==> src/hw/rtl/ods_pkg.sv <==
// Shared types and constants for the ordered deque store.
// Holds the operation, status and token-kind codes and the chain control struct.
// No dependencies.
package ods_pkg;

   localparam int CAPACITY_DEF = 64;
   localparam int OP_W         = 3;
   localparam int DATA_W       = 32;
   localparam int POS_W        = 7;
   localparam int STATUS_W     = 3;

   typedef logic signed [DATA_W-1:0] ods_word_type;

   typedef enum logic [OP_W-1:0] {
      OP_PUSH_FRONT,
      OP_PUSH_REAR,
      OP_POP_FRONT,
      OP_POP_REAR,
      OP_ORDERED_INSERT,
      OP_DELETE_KEY,
      OP_DELETE_BEFORE,
      OP_READ
   } ods_op_type;

   typedef enum logic [STATUS_W-1:0] {
      ST_DONE,
      ST_EMPTY,
      ST_NOKEY,
      ST_BADPOS,
      ST_FULL
   } ods_status_type;

   typedef enum logic [1:0] {
      TK_NONE,
      TK_INSERT,
      TK_DELETE,
      TK_READ
   } ods_kind_type;

   typedef struct packed {
      logic         active;
      ods_kind_type kind;
      logic         search;
      logic         found;
   } ods_ctl_type;

endpackage

==> src/hw/rtl/ods_cell.sv <==
// One storage cell of the deque chain: holds one entry and passes the
// operation token, carry word and result word to the next cell each cycle.
// Depends on ods_pkg.
module ods_cell import ods_pkg::*; #(
   parameter int INDEX = 0,
   parameter int CW    = 7
) (
   input  logic          clock,
   input  logic          reset,
   input  ods_ctl_type   ctl_in,
   input  ods_word_type  key_in,
   input  ods_word_type  carry_in,
   input  ods_word_type  result_in,
   input  logic [CW-1:0] occ_in,
   input  logic [CW-1:0] k_in,
   input  ods_word_type  next_entry,
   output ods_word_type  entry,
   output ods_ctl_type   ctl_out,
   output ods_word_type  key_out,
   output ods_word_type  carry_out,
   output ods_word_type  result_out,
   output logic [CW-1:0] occ_out,
   output logic [CW-1:0] k_out
);

   ods_word_type  entry_ff, entry_in;
   ods_ctl_type   ctl_ff, ctl_in_next;
   ods_word_type  key_ff, carry_ff, carry_in_next, result_ff, result_in_next;
   logic [CW-1:0] occ_ff, k_ff;
   logic          below, at_occ, hit_here, hit_now, shifting;

   assign below  = CW'(INDEX) < occ_in;
   assign at_occ = CW'(INDEX) == occ_in;

   always_comb begin
      hit_here = 1'b0;
      if (ctl_in.search) begin
         unique case (ctl_in.kind)
            TK_INSERT: hit_here = below ? !(entry_ff < key_in) : at_occ;
            TK_DELETE: hit_here = below && (entry_ff == key_in);
            default:   hit_here = 1'b0;
         endcase
      end else begin
         hit_here = (CW'(INDEX) == k_in);
      end
      hit_now  = ctl_in.active && (ctl_in.kind != TK_NONE) && !ctl_in.found && hit_here;
      shifting = ctl_in.active && (ctl_in.found || hit_now);

      entry_in          = entry_ff;
      carry_in_next     = carry_in;
      result_in_next    = result_in;
      ctl_in_next       = ctl_in;
      ctl_in_next.found = ctl_in.found || hit_now;

      unique case (ctl_in.kind)
         TK_INSERT: begin
            if (shifting) begin
               entry_in      = carry_in;
               carry_in_next = entry_ff;
            end
         end
         TK_DELETE: begin
            if (shifting) entry_in = next_entry;
            if (hit_now) result_in_next = entry_ff;
         end
         TK_READ: begin
            if (hit_now) result_in_next = entry_ff;
         end
         default: ;
      endcase
   end

   always_ff @(posedge clock) begin
      if (reset) begin
         ctl_ff <= '0;
      end else begin
         ctl_ff <= ctl_in_next;
      end
      entry_ff  <= entry_in;
      key_ff    <= key_in;
      carry_ff  <= carry_in_next;
      result_ff <= result_in_next;
      occ_ff    <= occ_in;
      k_ff      <= k_in;
   end

   assign entry      = entry_ff;
   assign ctl_out    = ctl_ff;
   assign key_out    = key_ff;
   assign carry_out  = carry_ff;
   assign result_out = result_ff;
   assign occ_out    = occ_ff;
   assign k_out      = k_ff;

endmodule

==> config.mk <==
export PLATFORM = sky130hd
export DESIGN_NAME = ods_cell
export DESIGN_NICKNAME = d
export VERILOG_FILES = /design/src/hw/rtl/ods_pkg.sv /design/src/hw/rtl/ods_cell.sv
export SDC_FILE = /design/constraint.sdc
export NUM_CORES = 1
export LEC_CHECK = 0
export BUFFER_PORTS_ARGS = -buffer_cell sky130_fd_sc_hd__buf_2
export CAP_MARGIN = 10
export CORE_MARGIN = 2
export CORE_UTILIZATION = 45
export CTS_CLUSTER_SIZE = 16
export DETAILED_ROUTE_END_ITERATION = 6
export PLACE_DENSITY = 0.77
export SYNTH_ARGS = -nofsm -noshare
export SYNTH_HDL_FRONTEND = slang
export SYNTH_SLANG_ARGS = --single-unit
export TNS_END_PERCENT = 1
==> constraint.sdc <==
create_clock -name clock -period 8.4 [get_ports clock]
set_input_delay 1.26 -clock clock [delete_from_list [all_inputs] [get_ports clock]]
set_output_delay 1.26 -clock clock [all_outputs]
set_load 0.05 [all_outputs]
==> results.toml, run 1 <==
[sta]
setup_violations = 0
tns_ns = 0
fmax_ghz = 0.220
maxSlewHeadroom_pct = 36.4
tightest_slew_ns = 0.952
hold_viol = 0
min_period_ns = 4.54
drv_slew = 0
skew_ns = 0.00615
rsz0062_at_grt = "false"
fin_hold_ws_ns = 0.578
min_period_over_period_pct = 54.1

[power_and_ir_drop]
power_density_mw_per_mm2 = 247
irDropWorstVdd_mv = 0.139
p_leak_uw = 0.00409

[critical_path]
path_buf_inv = 2
reg2reg_from = "entry[31]"
startpoint_type = "input pin"
r2r-end = "result_out[18]"
cp_common_cell = "o21ai_2"
cp_max_fo = 35
rrSetupSlack_ns = 4.60
crit_arrival_ns = 4.85
reg2reg_depth = 9
critical_path.max_stage_delay_ns = 0.80
crit_type = "input pin to flip-flop"
cp_slowest_cell = "ha_2"
crit_required_ns = 8.71
crit_family = "simple AND/OR/NAND/NOR gates"
cp-end-kind = "flip-flop"
crit_chain = "buf_2 > inv_1 > ha_2 > and3_1 > nor4b_1 > a2111oi_0 > o221ai_1 > o21ai_2 > o21ai_2 > nand4_4 > mux2_4"

[finish]
final_cells = 899
fin_nets = 899
antenna_cells = 0
syn_to_final_growth_pct = 39.2
fillerInstances = 945
drive_above_1_share_pct = 58.6

[detailed_routing]
met1_length_mm = 6.12
wl_met2_mm = 8.07
drc = 0
wl_mm = 15.4
top_layer = "met4"
antenna_left = 0
drtPass1Iterations = 4
drtIter0Drc = 156
via_count = 4309
vias_per_cell = 4.79
routedWlPerCell_um = 17.1
wl_met3_um = 933

[place]
gp_congestion = 0.841
dp_hpwl_mm = 11.5
dp_cells = 867
numPortBuffers = 295

[cts]
cts.repair.resized = 0
clock-root-buffer = "clkbuf_16"
cts.clk_slew.worst_paths_ns = 0.06
cts_made_buffers = 17
clock_latency_ns = 0.43
ctsHtreeMaxLevel = 4
cts_setup_buffers = 0
cts_sinks = 147
cts_tree = "built"
postCtsHoldBufs = 0
clockBufferDepth = 2

[run_status]
outcome = "finished clean"

[floorplan]
start_util_pct = 45.9
rows = 41
die-area_mm2 = 0.0137
io_pins = 296
core_area_mm2 = 0.0126
die_w_um = 117
die_y_um = 117

[yosys]
synth_flop_cell = "dfxtp_1"
yosysUniqueCellTypes = 36
async_flop_share_pct = 0
ys_warn_count = 0
seq_area_frac_synth_pct = 56.6
syn-num-nets = 594
synth.avg_cell_area_um2 = 14.1
netlist_instances = 409
ys_seq_elements = 147
synth_area_mm2 = 0.00576
synth_edf_count = 32

[worst_hold_path]
holdPathEnd = "result_out[22]"
hold_class = "flip-flop to flip-flop"
holdPathStages = 1
holdCritStartpoint = "entry[22]"

[global_route]
grt_pass1_wl_mm = 22.1
grt-ovfl-total = 0
antenna_found_initial = 0
grt_pass1_vias = 4466
grt_max_degree = 36
track_usage_pct = 21.9

[flow_run]
maxCapViolations = 0
## layer usage
metal,up-vias,GRT usage (%)
li1,2056,-
met1,2065,23.8
met2,166,39.5
met3,22,6.69
met4,0,9.41
met5,-,0
## sequential cells by signal (all words and copies together), names as in the netlist
signal      flops
key_out        32
result_out     32
ctl_out         5
k_out           7
occ_out         7
entry          32
carry_out      32
## worst register-to-register path, delay by kind of cell, from the launching register on
family,cells,cell delay (ns)
simple gates,5,1.76
mux,1,0.60
flops,1,0.47
compound gates,2,0.43
fa+ha+maj,1,0.41
## where the power goes
part	switching [uW]	internal (uW)
Clock	285	539
Sequential	25.4	774
Combinational	248	114
## placed cells by master, fill, tap and decap left out, drive strengths merged
master,n
or3,1
nand3,5
clkinv,6
nor2,10
clkbuf,20
nor4,5
bufinv,5
inv,40
and3,1
a211oi,1
ha,36
nand2b,1
nor3,1
nand2,12
a2111oi,2
nor2b,2
edfxtp,32
dfxtp,115
o221ai,1
mux2,96
or4,1
o211ai,2
a21oi,17
a31oi,1
a21o,1
nand4,5
a21boi,1
nor4b,1
o21ai,8
buf,296
and4,1
a311oi,1
## cell type report
class                   instances  area [um^2]  area share, %
flip-flops and latches        147         3260           40.7
multi-input cells             213         2270           28.4
repair buffers                296         1480           18.5
clock buffers                  20          458           5.71
well taps                     172          215           2.68
clock inverters                12          181           2.26
inverters                      39          146           1.82
## synthesized netlist by cell type (2+ instances only)
cell,n,area [um^2]
a2111oi_0,2,17.5
nor2_1,10,37.5
nor4_1,3,18.8
clkbuf_1,3,11.3
a21oi_1,17,85.1
nand2_1,12,45.0
o21ai_2,2,17.5
inv_1,39,146
o211ai_1,2,15.0
nor2b_1,2,12.5
mux2_2,36,405
buf_6,7,78.8
ha_1,36,450
edfxtp_1,32,961
dfxtp_1,115,2300
nand3_1,5,25.0
o21ai_0,6,30.0
mux2_4,60,901
nand4_1,3,18.8
## per-stage QoR
step	power (uW)	util [%]	setup WS, ns	instance area [um^2]
4_1_cts	2000	63.8	3.82	8020
2_1_floorplan	1060	-	3.69	5760
5_1_grt	2050	63.8	3.65	8020
3_5_place_dp	1180	58.7	3.37	7380
3_3_place_gp	1170	58.7	3.59	7380
6_report	1990	63.8	3.86	8020
## worst max-delay path by stage
| stage | slack (ns) | endpoint | cells past startpoint | startpoint |
|---|---|---|---|---|
| 2_1_floorplan | 3.69 | entry[0] | 10 | key_in[27] |
| 3_3_place_gp | 3.59 | result_out[30] | 11 | ctl_in[2] |
| 3_5_place_dp | 3.37 | result_out[9] | 11 | ctl_in[2] |
| 4_1_cts | 3.82 | result_out[18] | 11 | ctl_in[2] |
| 5_1_grt | 3.65 | result_out[18] | 11 | ctl_in[2] |
| 6_report | 3.86 | result_out[18] | 11 | ctl_in[2] |
## cell families after synthesis
logic type	share of synthesized area (%)
flops	56.6
mux	22.7
buf+inv	4.10
simple gates	4.84
fa+ha+maj	7.81
compound gates	3.97
(Power assumes the default switching activity.)
==> inputs of run 2 (changes only) <==
--- a/config.mk
+++ b/config.mk
@@ -5,13 +5,14 @@
 export SDC_FILE = /design/constraint.sdc
 export NUM_CORES = 1
 export LEC_CHECK = 0
+export ABC_AREA = 1
 export BUFFER_PORTS_ARGS = -buffer_cell sky130_fd_sc_hd__buf_2
 export CAP_MARGIN = 10
 export CORE_MARGIN = 2
 export CORE_UTILIZATION = 45
 export CTS_CLUSTER_SIZE = 16
 export DETAILED_ROUTE_END_ITERATION = 6
-export PLACE_DENSITY = 0.77
+export PLACE_DENSITY = 0.78
 export SYNTH_ARGS = -nofsm -noshare
 export SYNTH_HDL_FRONTEND = slang
 export SYNTH_SLANG_ARGS = --single-unit
==> constraint.sdc (replaced) <==
create_clock -name clock -period 4.3 [get_ports clock]
set_input_delay 0.645 -clock clock [delete_from_list [all_inputs] [get_ports clock]]
set_output_delay 0.645 -clock clock [all_outputs]
set_load 0.05 [all_outputs]
==> run 2 against run 1 <==
Global-route usage up 2.0 points. Sequential power rose by 100%. Via count is 22% higher. Area after synthesis decreased by 0.78%. Non-clock buffer count rose by 6. Register-to-register slack got worse by 3.6 ns. Critical path depth increased by 8. Final cell count up 24%. Die area fell by 0.76%. Critical path type is now flip-flop to flip-flop.
==> results.toml, run 2 <==
[run_status]
outcome = "finished clean"

[critical_path]
cp_slowest_cell = "edfxtp_1"
r2r-end = "carry_out[11]"
reg2reg_depth = 19
cp-end-kind = "flip-flop"
worstSetupEndpoint = "carry_out[11]"
path_depth = 19
critical_path.max_stage_delay_ns = 0.47
crit_required_ns = 4.60
crit_arrival_ns = 3.59
startpoint = "entry[11]"
path_buf_inv = 1
crit_chain = "ha_1 > nand4_1 > nor3_2 > nand2_1 > nand2_1 > nand2_1 > nand2_1 > nand2_1 > nand3_1 > nand2_1 > nand2_1 > nand2_1 > nand2_2 > nand2_2 > nand2_4 > buf_4 > nand3_4 > nand2_1 > nand2_1"
cp_max_fo = 33
reg2reg_from = "entry[11]"
rrSetupSlack_ns = 1.01
crit_type = "flip-flop to flip-flop"
crit_family = "simple AND/OR/NAND/NOR gates"
cp_common_cell = "nand2_1"
startpoint_type = "flip-flop"

[cts]
clock_latency_ns = 0.42
ctsHtreeMaxLevel = 4
cts_sinks = 147
cts.repair.resized = 0
cts_made_buffers = 17
clock-root-buffer = "clkbuf_16"
clockBufferDepth = 2
cts_setup_buffers = 0
postCtsHoldBufs = 0
cts_tree = "built"
cts.clk_slew.worst_paths_ns = 0.06

[detailed_routing]
wl_mm = 16.7
antenna_left = 0
drtPass1Iterations = 4
routedWlPerCell_um = 15.0
via_count = 5239
drtIter0Drc = 335
vias_per_cell = 4.69
drc = 0

[floorplan]
core_area_mm2 = 0.0125
start_util_pct = 45.7
die-area_mm2 = 0.0136
io_pins = 296
rows = 41
die_y_um = 117
die_w_um = 117

[global_route]
antenna_found_initial = 1
grt_pass1_wl_mm = 24.2
track_usage_pct = 24.0
grt_max_degree = 46
grt_pass1_vias = 4917
grt-ovfl-total = 0

[finish]
layout_commonest_cell = "buf_2"
ff_latch_area_mm2 = 0.00326
final_cell_mix = "buf_2, nand2_1, dfxtp_1"
antenna_cells = 0
fillerInstances = 1141
fin_nets = 1116
post-route-util_pct = 63.2
design_area_mm2 = 0.00791
multi_input_area_mm2 = 0.00203
syn_to_final_growth_pct = 38.2
drive_above_1_share_pct = 36.3

[yosys]
syn-num-nets = 822
ys_seq_elements = 147
synth_edf_count = 32
async_flop_share_pct = 0
synth.avg_cell_area_um2 = 8.98
synth_area_leaders = "dfxtp_1, edfxtp_1, nand2_1, ha_1, inv_1"
synth_top_cell_by_area = "dfxtp_1"
yosysUniqueCellTypes = 30
synth_flop_cell = "dfxtp_1"
synth_top_area_share_pct = 40.3
yosysMostFrequentCell = "nand2_1"
synth_commonest_cells = "nand2_1, dfxtp_1, inv_1"
ys_warn_count = 0
synth_area_mm2 = 0.00572
seq_area_frac_synth_pct = 57.1
netlist_instances = 637

[power_and_ir_drop]
power.share.switching_pct = 32.6
clock_power_share_pct = 36.5
irDropWorstVdd_mv = 0.225
power_density_mw_per_mm2 = 492
p_sw_uw = 1270
combPwrFrac_pct = 22.1
p_leak_uw = 0.00436
p_int_uw = 2620
pwr-share-seq_pct = 41.4

[sta]
skew_ns = 0.0116
fmax_ghz = 0.304
tightest_slew_ns = 1.16
drv_slew = 0
rsz0062_at_grt = "false"
hold_viol = 0
min_period_ns = 3.29
setup_violations = 0
tns_ns = 0
min_period_over_period_pct = 76.5
maxSlewHeadroom_pct = 22.2

[place]
numPortBuffers = 295
gp_congestion = 0.882
dp_hpwl_mm = 12.6
placed_cell_area_mm2 = 0.00733

[flow_run]
maxCapViolations = 0

[worst_hold_path]
hold_class = "input pin to flip-flop"
[run 2: cell count changes after synthesis, sizes merged, moves of 3 or more]
cell	change
nand2	+223
mux2	-96
inv	+38
nand4	+31
o21ai	+26
clkbuf	+11
buf	+6
nor3	+3
[run 2: stage by stage]
stage	power, uW	cells	setup WS, ns	hold WS (ns)
finish	3890	1116	1.01	0.340
global route	4060	1116	0.574	0.325
CTS	3910	1116	0.992	0.325
detailed placement	2500	1084	0.737	0.593
global placement	2490	1084	0.789	0.581
floorplan	2230	637	0.270	0.673
[run 2: layer usage]
| metal | part of all wire, % | up-vias | global-route usage, % |
|---|---|---|---|
| met3 | 9.5 | 38 | 8.51 |
| li1 | - | 2629 | - |
| met4 | 3.1 | 0 | 11.0 |
| met1 | 38 | 2324 | 25.7 |
| met5 | 0 | - | 0 |
| met2 | 50 | 248 | 42.2 |
[run 2: how the worst min path moves through the flow]
stage,cells after the start,slack (ns),to,start
6_report,1,0.34,key_out[13],key_in[13]
5_1_grt,1,0.33,key_out[13],key_in[13]
4_1_cts,1,0.32,key_out[10],key_in[10]
3_5_place_dp,2,0.59,carry_out[18],entry[18]
3_3_place_gp,2,0.58,carry_out[14],entry[14]
2_1_floorplan,0,0.67,k_out[0],k_in[0]
[run 2: power by group through the flow]
stage	clock, uW	sequential, uW	combinational (uW)
detailed placement	0	1640	860
floorplan	0	2010	219
CTS	1440	1610	864
global placement	0	1640	848
finish	1420	1610	859
global route	1510	1620	928
[run 2: cell type report]
type	count	area share, %
Tap cell	172	2.72
Clock inverter	8	0.538
Sequential cell	147	41.3
Clock buffer	24	6.77
Timing Repair Buffer	302	19.3
Inverter	77	3.66
Multi-Input combinational cell	386	25.7
[run 2: cells by family after synthesis]
kind of cell | count (synthesis) | share of synthesized area [%]
compound gates | 55 | 5.27
buf+inv | 104 | 7.63
simple gates | 295 | 22.2
flops | 147 | 57.1
fa+ha+maj | 36 | 7.88
==> inputs of run 3 (changes only) <==
--- a/config.mk
+++ b/config.mk
@@ -9,10 +9,10 @@
 export BUFFER_PORTS_ARGS = -buffer_cell sky130_fd_sc_hd__buf_2
 export CAP_MARGIN = 10
 export CORE_MARGIN = 2
-export CORE_UTILIZATION = 45
+export CORE_UTILIZATION = 41
 export CTS_CLUSTER_SIZE = 16
 export DETAILED_ROUTE_END_ITERATION = 6
-export PLACE_DENSITY = 0.78
+export PLACE_DENSITY = 0.74
 export SYNTH_ARGS = -nofsm -noshare
 export SYNTH_HDL_FRONTEND = slang
 export SYNTH_SLANG_ARGS = --single-unit
==> constraint.sdc (replaced) <==
create_clock -name clock -period 2.9 [get_ports clock]
set_input_delay 0.435 -clock clock [delete_from_list [all_inputs] [get_ports clock]]
set_output_delay 0.435 -clock clock [all_outputs]
set_load 0.05 [all_outputs]
==> run 3 against run 2 <==
Die area rose by 9.4%. Combinational power increased by 68%. Sequential share of layout area is 2.2 points lower. Critical path depth is 1 lower. Clock power up 44%. Final area rose by 5.6%. Sequential power up 47%. Utilization shrank 2.6 points. Count of clock-buffer cells in the layout is 1 lower. Wire length increased by 5.6%. Worst setup slack got worse by 0.96 ns.
==> results.toml, run 3 (synthesized netlist as in run 2, its figures left out) <==
[cts]
cts.clk_slew.worst_paths_ns = 0.06
clock_latency_ns = 0.41
cts_tree = "built"
cts_made_buffers = 17
clockBufferDepth = 2
cts_sinks = 147
ctsHtreeMaxLevel = 4
postCtsHoldBufs = 0
clock-root-buffer = "clkbuf_16"

[detailed_routing]
wl_mm = 17.7
vias_per_cell = 4.64
drc = 0
routedWlPerCell_um = 15.2
antenna_left = 0
drtIter0Drc = 275
via_count = 5406
drtPass1Iterations = 5

[place]
gp_congestion = 0.807
placed_cell_area_mm2 = 0.00756
numPortBuffers = 295
dp_hpwl_mm = 13.3
dp_cells = 1113

[power_and_ir_drop]
power_density_mw_per_mm2 = 701
p_leak_uw = 0.00459
irDropWorstVdd_mv = 0.436

[global_route]
grt-ovfl-total = 0
grt_max_degree = 39
antenna_found_initial = 2
grt_pass1_vias = 5162
track_usage_pct = 23.3
grt_pass1_wl_mm = 26.1

[finish]
drive_above_1_share_pct = 40.0
design_area_mm2 = 0.00835
final_cell_mix = "buf_2, nand2_1, dfxtp_1"
final_cells = 1164
syn_to_final_growth_pct = 45.9
post-route-util_pct = 60.6
fin_nets = 1154
layout_commonest_cell = "buf_2"

[sta]
maxSlewHeadroom_pct = 70.0
skew_ns = 0.00487
min_period_over_period_pct = 98.2
setup_violations = 0
min_period_ns = 2.85
tightest_slew_ns = 0.449
hold_viol = 0
rsz0062_at_grt = "true"
tns_ns = 0
drv_slew = 0
fmax_ghz = 0.351

[critical_path]
cp_max_fo = 8
crit_arrival_ns = 2.98
cp-end-kind = "flip-flop"
crit_type = "flip-flop to flip-flop"
reg2reg_from = "entry[21]"
startpoint_type = "flip-flop"
crit_required_ns = 3.03
startpoint = "entry[21]"
rrSetupSlack_ns = 0.05

[flow_run]
maxCapViolations = 0

[worst_hold_path]
holdCritStartpoint = "key_in[13]"
hold_class = "input pin to flip-flop"

[run_status]
outcome = "finished clean"

[floorplan]
start_util_pct = 41.5
die_w_um = 122
die_y_um = 122
rows = 43
core_area_mm2 = 0.0138
io_pins = 296
die-area_mm2 = 0.0149
==> run 3: changes by cell type in the layout (fill, tap and decap cells not counted), sizes merged <==
cell	previous run	this run
buf	302	339
diode	0	2
inv	79	80
==> run 3: metrics by stage <==
stage	hold WS, ns	setup slack [ns]	total power [uW]
floorplan	0.463	-0.179	3310
global route	0.119	-0.149	6110
CTS	0.122	0.0120	5810
finish	0.139	0.0526	5850
detailed placement	0.554	-0.0799	3770
global placement	0.552	-0.0271	3750
==> run 3: worst paths after layout <==
kind	end	depth (start not counted)
worst min-delay path	key_out[13]	1
worst max register to register	entry[16]	18
worst max-delay path	entry[16]	18
worst min register to register	carry_out[22]	2
==> run 3: critical path, cell delays in order, from the launching register on <==
cell	delay [ns]
edfxtp_1	0.48
ha_4	0.33
nand2_4	0.05
nor2_4	0.10
nand4_1	0.20
nor2_2	0.19
nand2_1	0.09
nand2_1	0.06
nand2_1	0.06
nand3_2	0.06
nand2_1	0.05
nand2_1	0.07
nand2_1	0.06
nand2_2	0.09
nand2_4	0.06
nand2_4	0.08
nand2_4	0.05
a21boi_4	0.27
clkbuf_16	0.22
==> run 3: power breakdown <==
part,internal [uW],switching (uW)
Combinational,428,1010
Clock,1210,827
Sequential,2270,92.7
==> run 3: cell type report <==
class                           count  area [um^2]
Antenna cell                        2         5.00
Tap cell                          180          225
Sequential cell                   147         3260
Clock inverter                      9         48.8
Inverter                           77          289
Clock buffer                       23          500
Timing Repair Buffer              340         1890
Fill cell                        1252         5430
Multi-Input combinational cell    386         2130
==> run 3: repair_timing <==
action / in CTS / in global routing
setup endpoints to repair: 0 / 86
buffers inserted: 0 / 16
resized for setup: 0 / 17
==> run 3: layer usage <==
layer | global-route usage [%] | wire [um] | vias up | share of wire [%]
li1 | - | - | 2714 | -
met1 | 27.3 | 7210 | 2408 | 41
met2 | 40.4 | 8600 | 245 | 49
met3 | 6.32 | 1410 | 37 | 8.0
met4 | 9.20 | 435 | 2 | 2.5
met5 | 0 | 13 | - | 0.074
